==> config.mk <==
export PLATFORM = sky130hd
export DESIGN_NAME = fibonacci_mod_pisano_top
export DESIGN_NICKNAME = d
export VERILOG_FILES = /design/src/hw/rtl/fmp_pkg.sv /design/src/hw/rtl/fibonacci_mod_pisano_top.sv
export SDC_FILE = /design/constraint.sdc
export NUM_CORES = 1
export LEC_CHECK = 0
export BUFFER_PORTS_ARGS = -buffer_cell sky130_fd_sc_hd__buf_2
export CAP_MARGIN = 0
export CORE_MARGIN = 2
export CORE_UTILIZATION = 38
export DETAILED_ROUTE_END_ITERATION = 8
export GPL_TIMING_DRIVEN = 0
export SLEW_MARGIN = 0
export SYNTH_ARGS = -nofsm -noshare
export SYNTH_HDL_FRONTEND = slang
export SYNTH_SLANG_ARGS = --single-unit
==> constraint.sdc <==
create_clock -name clk -period 5.3 [get_ports clk]
set_clock_uncertainty 0.1 [all_clocks]
set_input_delay 0.265 -clock clk [delete_from_list [all_inputs] [get_ports clk]]
set_output_delay 0.265 -clock clk [all_outputs]
set_load 0.02 [all_outputs]
==> src/hw/rtl/fmp_pkg.sv <==
// Shared constants and types for the Fibonacci-mod-Pisano block.
package fmp_pkg;

  localparam int MOD_WIDTH_DEF   = 10;
  localparam int INDEX_WIDTH_DEF = 63;

  // Seed pair of the Fibonacci walk; the period ends when it comes back.
  localparam int SEED_A = 0;
  localparam int SEED_B = 1;

  typedef enum logic [1:0] {
    ST_IDLE,
    ST_PERIOD,
    ST_MODR,
    ST_WALK
  } fmp_state_t;

endpackage

==> src/hw/rtl/fibonacci_mod_pisano_top.sv <==
// Top level: F(n) mod m through the Pisano period, on one shared mod-m step unit.
//
// A transaction is taken at a rising edge with start high and busy low; it
// carries a position in_index_n and a modulus in_modulus. The answer
// F(n) mod m appears on out_remainder for exactly one cycle with out_valid
// high, and the receiver cannot stall it. A modulus of 0 or 1 answers 0 in
// the cycle after acceptance. For m >= 2 the block runs three phases: it
// steps the Fibonacci pair mod m from (0,1) until (0,1) recurs; the step
// count p (the Pisano period) is at most 6m, capped at 6*2^MOD_WIDTH. It
// then reduces n mod p by restoring division, one index bit per cycle;
// finally it steps again from (0,1) n mod p times and delivers the result.
// A single mod-m adder does one Fibonacci step per cycle in both walks. For
// m >= 2, busy is high from acceptance until the result strobe; for m of 0
// or 1 it stays low; a new transaction may be started in the cycle the
// strobe shows.
module fibonacci_mod_pisano_top #(
  parameter int MOD_WIDTH   = fmp_pkg::MOD_WIDTH_DEF,
  parameter int INDEX_WIDTH = fmp_pkg::INDEX_WIDTH_DEF
) (
  input  logic                   clk,
  input  logic                   rst_n,
  input  logic                   start,
  output logic                   busy,
  input  logic [INDEX_WIDTH-1:0] in_index_n,
  input  logic [MOD_WIDTH-1:0]   in_modulus,
  output logic                   out_valid,
  output logic [MOD_WIDTH-1:0]   out_remainder
);
  import fmp_pkg::*;

  // Step counter and period: 6*2^MOD_WIDTH fits in MOD_WIDTH+3 bits.
  localparam int CNT_W = MOD_WIDTH + 3;
  localparam int REM_W = CNT_W + 1;
  localparam int BIT_W = $clog2(INDEX_WIDTH);
  localparam logic [CNT_W-1:0] WALK_CAP = CNT_W'(6) << MOD_WIDTH;
  localparam logic [BIT_W-1:0] LAST_BIT = BIT_W'(INDEX_WIDTH - 1);
  localparam logic [MOD_WIDTH-1:0] SEED_A_V = MOD_WIDTH'(SEED_A);
  localparam logic [MOD_WIDTH-1:0] SEED_B_V = MOD_WIDTH'(SEED_B);

  fmp_state_t             state_r, state_nxt;
  logic [MOD_WIDTH-1:0]   m_r, m_nxt;
  logic [MOD_WIDTH-1:0]   a_r, a_nxt;
  logic [MOD_WIDTH-1:0]   b_r, b_nxt;
  logic [CNT_W-1:0]       cnt_r, cnt_nxt;    // period steps, then walk count
  logic [CNT_W-1:0]       p_r, p_nxt;
  logic [CNT_W-1:0]       rem_r, rem_nxt;
  logic [INDEX_WIDTH-1:0] n_r, n_nxt;
  logic [BIT_W-1:0]       bit_r, bit_nxt;
  logic                   out_valid_r, out_valid_nxt;
  logic [MOD_WIDTH-1:0]   out_rem_r, out_rem_nxt;

  // Shared step unit: c = (a + b) mod m, both terms already below m.
  logic [MOD_WIDTH:0]   step_sum;
  logic [MOD_WIDTH:0]   step_red;
  logic [MOD_WIDTH-1:0] step_c;

  always_comb begin
    step_sum = {1'b0, a_r} + {1'b0, b_r};
    step_red = step_sum - {1'b0, m_r};
    step_c   = (step_sum >= {1'b0, m_r}) ? step_red[MOD_WIDTH-1:0]
                                         : step_sum[MOD_WIDTH-1:0];
  end

  // Restoring-division slice: bring down one index bit, subtract p if it fits.
  logic [REM_W-1:0] div_shift;
  logic [REM_W-1:0] div_diff;
  logic [CNT_W-1:0] div_next;

  always_comb begin
    div_shift = {rem_r, n_r[INDEX_WIDTH-1]};
    div_diff  = div_shift - {1'b0, p_r};
    div_next  = (div_shift >= {1'b0, p_r}) ? div_diff[CNT_W-1:0]
                                           : div_shift[CNT_W-1:0];
  end

  logic [CNT_W-1:0] cnt_inc;
  assign cnt_inc = cnt_r + CNT_W'(1);

  always_ff @(posedge clk) begin
    if (!rst_n) begin
      state_r     <= ST_IDLE;
      out_valid_r <= 1'b0;
    end else begin
      state_r     <= state_nxt;
      out_valid_r <= out_valid_nxt;
    end
  end

  // Payload and datapath registers carry no reset.
  always_ff @(posedge clk) begin
    m_r       <= m_nxt;
    a_r       <= a_nxt;
    b_r       <= b_nxt;
    cnt_r     <= cnt_nxt;
    p_r       <= p_nxt;
    rem_r     <= rem_nxt;
    n_r       <= n_nxt;
    bit_r     <= bit_nxt;
    out_rem_r <= out_rem_nxt;
  end

  always_comb begin
    state_nxt     = state_r;
    m_nxt         = m_r;
    a_nxt         = a_r;
    b_nxt         = b_r;
    cnt_nxt       = cnt_r;
    p_nxt         = p_r;
    rem_nxt       = rem_r;
    n_nxt         = n_r;
    bit_nxt       = bit_r;
    out_valid_nxt = 1'b0;
    out_rem_nxt   = out_rem_r;

    case (state_r)
      ST_IDLE: begin
        if (start) begin
          m_nxt   = in_modulus;
          n_nxt   = in_index_n;
          a_nxt   = SEED_A_V;
          b_nxt   = SEED_B_V;
          cnt_nxt = '0;
          if (in_modulus < MOD_WIDTH'(2)) begin
            // Everything is 0 mod 1; modulus zero answers 0 as well.
            out_valid_nxt = 1'b1;
            out_rem_nxt   = '0;
          end else begin
            state_nxt = ST_PERIOD;
          end
        end
      end

      ST_PERIOD: begin
        // Advance the pair and count until the seed pair recurs or the count hits the cap.
        a_nxt   = b_r;
        b_nxt   = step_c;
        cnt_nxt = cnt_inc;
        if ((b_r == SEED_A_V && step_c == SEED_B_V) || cnt_inc == WALK_CAP) begin
          p_nxt     = cnt_inc;
          rem_nxt   = '0;
          bit_nxt   = LAST_BIT;
          state_nxt = ST_MODR;
        end
      end

      ST_MODR: begin
        rem_nxt = div_next;
        n_nxt   = n_r << 1;
        bit_nxt = bit_r - BIT_W'(1);
        if (bit_r == '0) begin
          cnt_nxt   = div_next;
          a_nxt     = SEED_A_V;
          b_nxt     = SEED_B_V;
          state_nxt = ST_WALK;
        end
      end

      ST_WALK: begin
        if (cnt_r == '0) begin
          out_valid_nxt = 1'b1;
          out_rem_nxt   = a_r;
          state_nxt     = ST_IDLE;
        end else begin
          a_nxt   = b_r;
          b_nxt   = step_c;
          cnt_nxt = cnt_r - CNT_W'(1);
        end
      end

      default: begin
        state_nxt = ST_IDLE;
      end
    endcase
  end

  assign busy          = (state_r != ST_IDLE);
  assign out_valid     = out_valid_r;
  assign out_remainder = out_rem_r;

  // Both walks keep the pair reduced below the modulus.
  a_pair_reduced: assert property (@(posedge clk) disable iff (!rst_n)
    (state_r == ST_PERIOD || state_r == ST_WALK) |-> (a_r < m_r && b_r < m_r))
    else $error("Fibonacci pair not reduced mod m");

  // The partial remainder stays below the period during division.
  a_rem_below_p: assert property (@(posedge clk) disable iff (!rst_n)
    state_r == ST_MODR |-> (p_r != '0 && rem_r < p_r))
    else $error("division remainder out of range");

  // The walk count taken from the division never reaches the period.
  a_walk_below_p: assert property (@(posedge clk) disable iff (!rst_n)
    state_r == ST_WALK |-> cnt_r < p_r)
    else $error("walk count exceeds period");

  // An accepted transaction either starts work or answers at once.
  a_start_effect: assert property (@(posedge clk) disable iff (!rst_n)
    (start && !busy) |=> (busy || out_valid))
    else $error("accepted transaction dropped");

  // A delivered result is reduced mod m.
  a_result_reduced: assert property (@(posedge clk) disable iff (!rst_n)
    (out_valid && m_r >= MOD_WIDTH'(2)) |-> out_remainder < m_r)
    else $error("result not reduced mod m");

endmodule

# Yosys cells after proc, flatten, opt, wreduce, memory -nomap -nowiden

Index checks and enable logic that the tools add are counted.

Register bits: 151
Input port bits: 76
Output and inout port bits: 12
Logic and storage cells: 83

Add/subtract/negate cells: 6
Magnitude comparators: 3
Equal/unequal tests: 12
Multiplexer cells: 34
Reductions and logical operators: 17

Operators with widths:

| kind                    | count |
|---|---|
| $pmux W63 S2            | 1 |
| $mux W10                | 10 |
| $pmux W10 S4            | 2 |
| $mux W13                | 5 |
| $mux W63                | 1 |
| $pmux W13 S4            | 1 |
| $pmux W13 S2            | 1 |
| $pmux W10 S2            | 1 |
| $ge A14 B13 Y1          | 1 |
| $ne A2 B2 Y1 const B    | 7 |
| $add A13 B1 Y13 const B | 1 |
| $eq A13 B13 Y1 const B  | 1 |
| $logic_not A13 Y1       | 1 |
| $sub A13 B1 Y13 const B | 1 |
| $sub A13 B13 Y13        | 1 |
| $pmux W6 S2             | 1 |
| $add A10 B10 Y11        | 1 |
| $ge A11 B10 Y1          | 1 |
| $eq A10 B1 Y1 const B   | 1 |
| $logic_not A10 Y1       | 1 |
| $lt A10 B2 Y1 const B   | 1 |
| $mux W2                 | 5 |
| $sub A10 B10 Y10        | 1 |
| $pmux W2 S4             | 1 |
| other kinds (15)        | 24 |

# Logic depth before layout (Yosys ltp)

Depth after elaboration: 8
Depth in mapped cells: 17
Gate-level depth less buffers: 16

# Worst setup path before layout

No wires, ideal clock.

Kind: flip-flop to flip-flop
Start point: register state_r[0]
End point: register n_r[0], enable pin
Library setup time: 571 ps
Arrival: 5,215 ps
Required time: 4,629 ps
Path slack: -586 ps
Cell stages (with the launch flop): 5
Buffers on the path: 0
Clock period less this slack: 5,886 ps
Cells stage by stage: dfxtp_1 -> inv_1 -> ha_1 -> inv_2 -> o21ai_0

Cells in the longest elaborated chain, start to end: 3
Elaborated cells between the ends (all ways): 5
Classes of those cells: eq/ne (2); reduce/logical (3)

RTL lines:

| item                                                                       | RTL line                        | source |
|---|---|---|
| start, declared                                                            | fibonacci_mod_pisano_top.sv:40  | `fmp_state_t state_r, state_nxt;` |
| start signal, assigned                                                     | fibonacci_mod_pisano_top.sv:84  | `state_r <= state_nxt;` |
| $eq A2 B2 Y1 / $logic_not A2 Y1 (equally long branches)                    | fibonacci_mod_pisano_top.sv:115 | `case (state_r)` |
| $reduce_bool A2 Y1 (no source line) / $ne A2 B2 Y1 (equally long branches) | --                              |  |
| $reduce_and A2 Y1 (no source line) *                                       | --                              |  |
| end signal, assigned                                                       | fibonacci_mod_pisano_top.sv:97  | `n_r <= n_nxt;` |
| end, declared                                                              | fibonacci_mod_pisano_top.sv:47  | `logic [INDEX_WIDTH-1:0] n_r, n_nxt;` |

Mark *: on every way between the ends. The rest lies on a longest branch, timed or not.
A chain may end at the register's enable or synchronous reset.

# Worst setup path in the final report

Start point: register b_r[0]
End point: register rem_r[8], enable pin

Cells in the longest elaborated chain, start to end: 8
Elaborated cells between the ends (all ways): 10
Classes of those cells: add/sub (2); order compare (1); eq/ne (2); mux (1); reduce/logical (4)

RTL lines:

| item                                                      | RTL line                                                       | source |
|---|---|---|
| start, declared                                           | fibonacci_mod_pisano_top.sv:43                                 | `logic [MOD_WIDTH-1:0] b_r, b_nxt;` |
| start signal, assigned                                    | fibonacci_mod_pisano_top.sv:93                                 | `b_r <= b_nxt;` |
| $add A10 B10 Y11                                          | fibonacci_mod_pisano_top.sv:58                                 | `step_sum = {1'b0, a_r} + {1'b0, b_r};` |
| $sub A10 B10 Y10 / $ge A11 B10 Y1 (equally long branches) | fibonacci_mod_pisano_top.sv:59, fibonacci_mod_pisano_top.sv:60 |  |
| $mux W10                                                  | fibonacci_mod_pisano_top.sv:60                                 | `step_c = (step_sum >= {1'b0, m_r}) ? step_red[MOD_WIDTH-1:0]` |
| $eq A10 B1 Y1                                             | fibonacci_mod_pisano_top.sv:138                                | `if ((b_r == SEED_A_V && step_c == SEED_B_V) \|\| cnt_inc == WALK_CAP) begin` |
| $logic_and A1 B1 Y1 *                                     | fibonacci_mod_pisano_top.sv:138                                |  |
| $logic_or A1 B1 Y1 *                                      | fibonacci_mod_pisano_top.sv:138                                |  |
| $ne A2 B2 Y1 (no source line) *                           | --                                                             |  |
| $reduce_and A2 Y1 (no source line) *                      | --                                                             |  |
| end signal, assigned                                      | fibonacci_mod_pisano_top.sv:96                                 | `rem_r <= rem_nxt;` |
| end, declared                                             | fibonacci_mod_pisano_top.sv:46                                 | `logic [CNT_W-1:0] rem_r, rem_nxt;` |

Marks and branches as above.

==> flow_summary.ini <==
[clock_tree]
clock_sinks = 151
h-tree-depth = 4
cts_buffer_depth = 2
worstSkewPairLatency_ps = 430
clk_pin_slew_ps = 70
cts_buffers = 17
tritoncts = built
root_buffer = clkbuf_16
post_cts_buffers = 0

[floorplan]
io_pins = 88
dieArea_um2 = 24000
fp.dieW_um = 155
fp.coreArea_um2 = 22500
die_h_um = 155
start_util_pct = 38.5
row_count = 55

[placement]
hpwl_um = 14200
dp.cells = 1143
port_buffers = 87
place.gp.congestion = 0.907

[flow_run]
maxCapViolations = 0

[status]
status = completed

[setup_path]
critPathCaptureType = register
crit_type = register to register
arrival_ps = 5060
path_cells = ha_1 -> inv_1 -> fa_1 -> nand2b_1 -> a21oi_1 -> o311ai_1 -> ha_1 -> o21ai_0 -> or2_2 -> or3_1 -> and2_1 -> clkbuf_1 -> o32ai_2 -> nor2_1 -> a21oi_4 -> buf_8
crit_top_cell = ha_1
cp_num_cells = 16
path_buf_inv = 3
reg2reg_depth = 16
slowest_delay_ps = 490
critPathMaxFanout = 11
r2r-start = b_r[0]$_SDFFCE_PN1P_
r2r_slack_ps = 290
cp_slowest_cell = ha_1
cp.required_ps = 5350
worst_setup_path_start_kind = register
critPathTopFamily = compound AO/OA/AOI/OAI gates
r2r_end = rem_r[8]$_SDFFCE_PN0P_

[cells_and_area]
syn_to_final_growth_pct = 18.6
drive_above_1_share_pct = 23.6
stdcell_count = 1187
nets = 1009
mostFrequentLayoutCells = edfxtp_1 (148), buf_2 (93), nor2_1 (66)
final_common_cell = edfxtp_1

[sta]
period_needed_ps = 5010
max_freq_mhz = 200
fin_crit_sh_pct = 94.5
max-slew-margin-rel_pct = 28.1
setup_viol = 0
worst_pin_slew_ps = 1080
rsz0062_at_grt = no
hold_violations = 0
slew_violations = 0
setup_tns_ps = 0

[grt]
grt_pass1_wl_um = 30600
grt_pass1_vias = 6060
grt-ovfl-total = 0
antenna_found_initial = 1
grt_max_degree = 29
gr-usage-all-layers_pct = 16.2

[logic_synthesis]
synth_cell_types = 72
synth_area_um2 = 8660
syn_inst = 762
synth_warnings = 0
synth-seq-area-share_pct = 52.0
syn-num-nets = 883
avgSynthCellArea_um2 = 11.4
ys_ff_latch = 151
synth_edf_count = 148
synth_top_flop_cell = edfxtp_1
async_flop_share_pct = 0

[routing]
wl_per_cell_um = 16.0
drt_iter0_drc = 375
drt_drc_violations_left = 0
vias = 6200
ant_nets = 0
drtPass1Iterations = 5
vias_per_cell = 5.22
wl_um = 19000

[worst_hold_path]
hp-start = in_index_n[55]
hold_path.class = primary input to register
min_path_cells = 2
min_to = n_r[55]$_DFFE_PP_
## state kept, by name, indices dropped and copies added, names as in the netlist
signal,count
n_r,63
cnt_r,13
p_r,13
rem_r,13
a_r,10
b_r,10
m_r,10
out_remainder,10
bit_r,6
state_r,2
out_valid,1
## area by class of cell
class,count,area [um^2]
fill,2049,12200
sequential,151,4500
multi-input combinational,525,3850
timing repair buffer,107,641
clock buffer,17,425
tap,285,357
inverter,55,206
clock inverter,15,154
buffer,31,140
antenna,1,2.50
## worst max path at each step
| stage | startpoint | end |
|---|---|---|
| floorplan | b_r[0]$_SDFFCE_PN1P_ | bit_r[0]$_SDFFCE_PN0P_ |
| global placement | b_r[0]$_SDFFCE_PN1P_ | rem_r[5]$_SDFFCE_PN0P_ |
| detailed placement | b_r[0]$_SDFFCE_PN1P_ | bit_r[1]$_SDFFCE_PN1P_ |
| CTS | b_r[0]$_SDFFCE_PN1P_ | p_r[7]$_DFFE_PP_ |
| global route | b_r[0]$_SDFFCE_PN1P_ | rem_r[12]$_SDFFCE_PN0P_ |
| finish | b_r[0]$_SDFFCE_PN1P_ | rem_r[8]$_SDFFCE_PN0P_ |
## per-layer routing
metal,global-route usage (%),vias up,share of wire (%)
li1,-,3086,-
met1,21.8,2929,47
met2,25.0,165,44
met3,4.90,20,7.2
met4,5.07,0,1.5
met5,0,-,0
## synth_stat cells (6+ instances only)
library cell	number	area share [%]
edfxtp_1	148	51
nor2_1	66	2.9
mux2_2	62	8.1
inv_1	54	2.3
nand2_1	54	2.3
ha_1	42	6.1
a21oi_1	34	2.0
clkbuf_1	26	1.1
o21ai_0	26	1.5
xnor2_1	24	2.4
nor2b_1	15	1.1
nor3_1	15	0.87
nand3_1	13	0.75
xor2_1	13	1.3
and2_1	12	0.87
nor4_1	12	0.87
a211oi_1	11	0.95
o22ai_1	8	0.58
mux2i_1	7	0.81
nand2b_1	7	0.51
o21a_1	6	0.52
## through the flow
stage	util, %	hold slack (ps)	worst slack, ps	cell area [um^2]
floorplan	-	264	287	8660
global placement	42.0	342	-1090	9460
detailed placement	42.5	344	-232	9570
CTS	45.6	15.1	28.7	10300
global route	45.7	11.2	5.96	10300
finish	45.7	26.4	291	10300
## what timing repair did
action,4_1_cts,5_1_grt
endpoints found under the setup margin,19,19
gates resized for setup,2,1
hold buffers,11,0
endpoints found under the hold margin,11,0
## cell families (layout without fill, tap and decap cells)
kind of cell    after synthesis  after routing  synth area share (%)
mux                          69             69                  8.87
compound gates              141            141                  11.0
other cells                   0              1                     0
flops                       151            151                  52.0
xor+xnor                     37             37                  3.74
simple gates                233            233                  13.7
fa+ha+maj                    45             45                  6.76
buf+inv                      86            225                  4.00
Power is left out: the tool's default activity adds up to more than one toggle a clock period on the data nets, which glitch-free logic cannot reach.
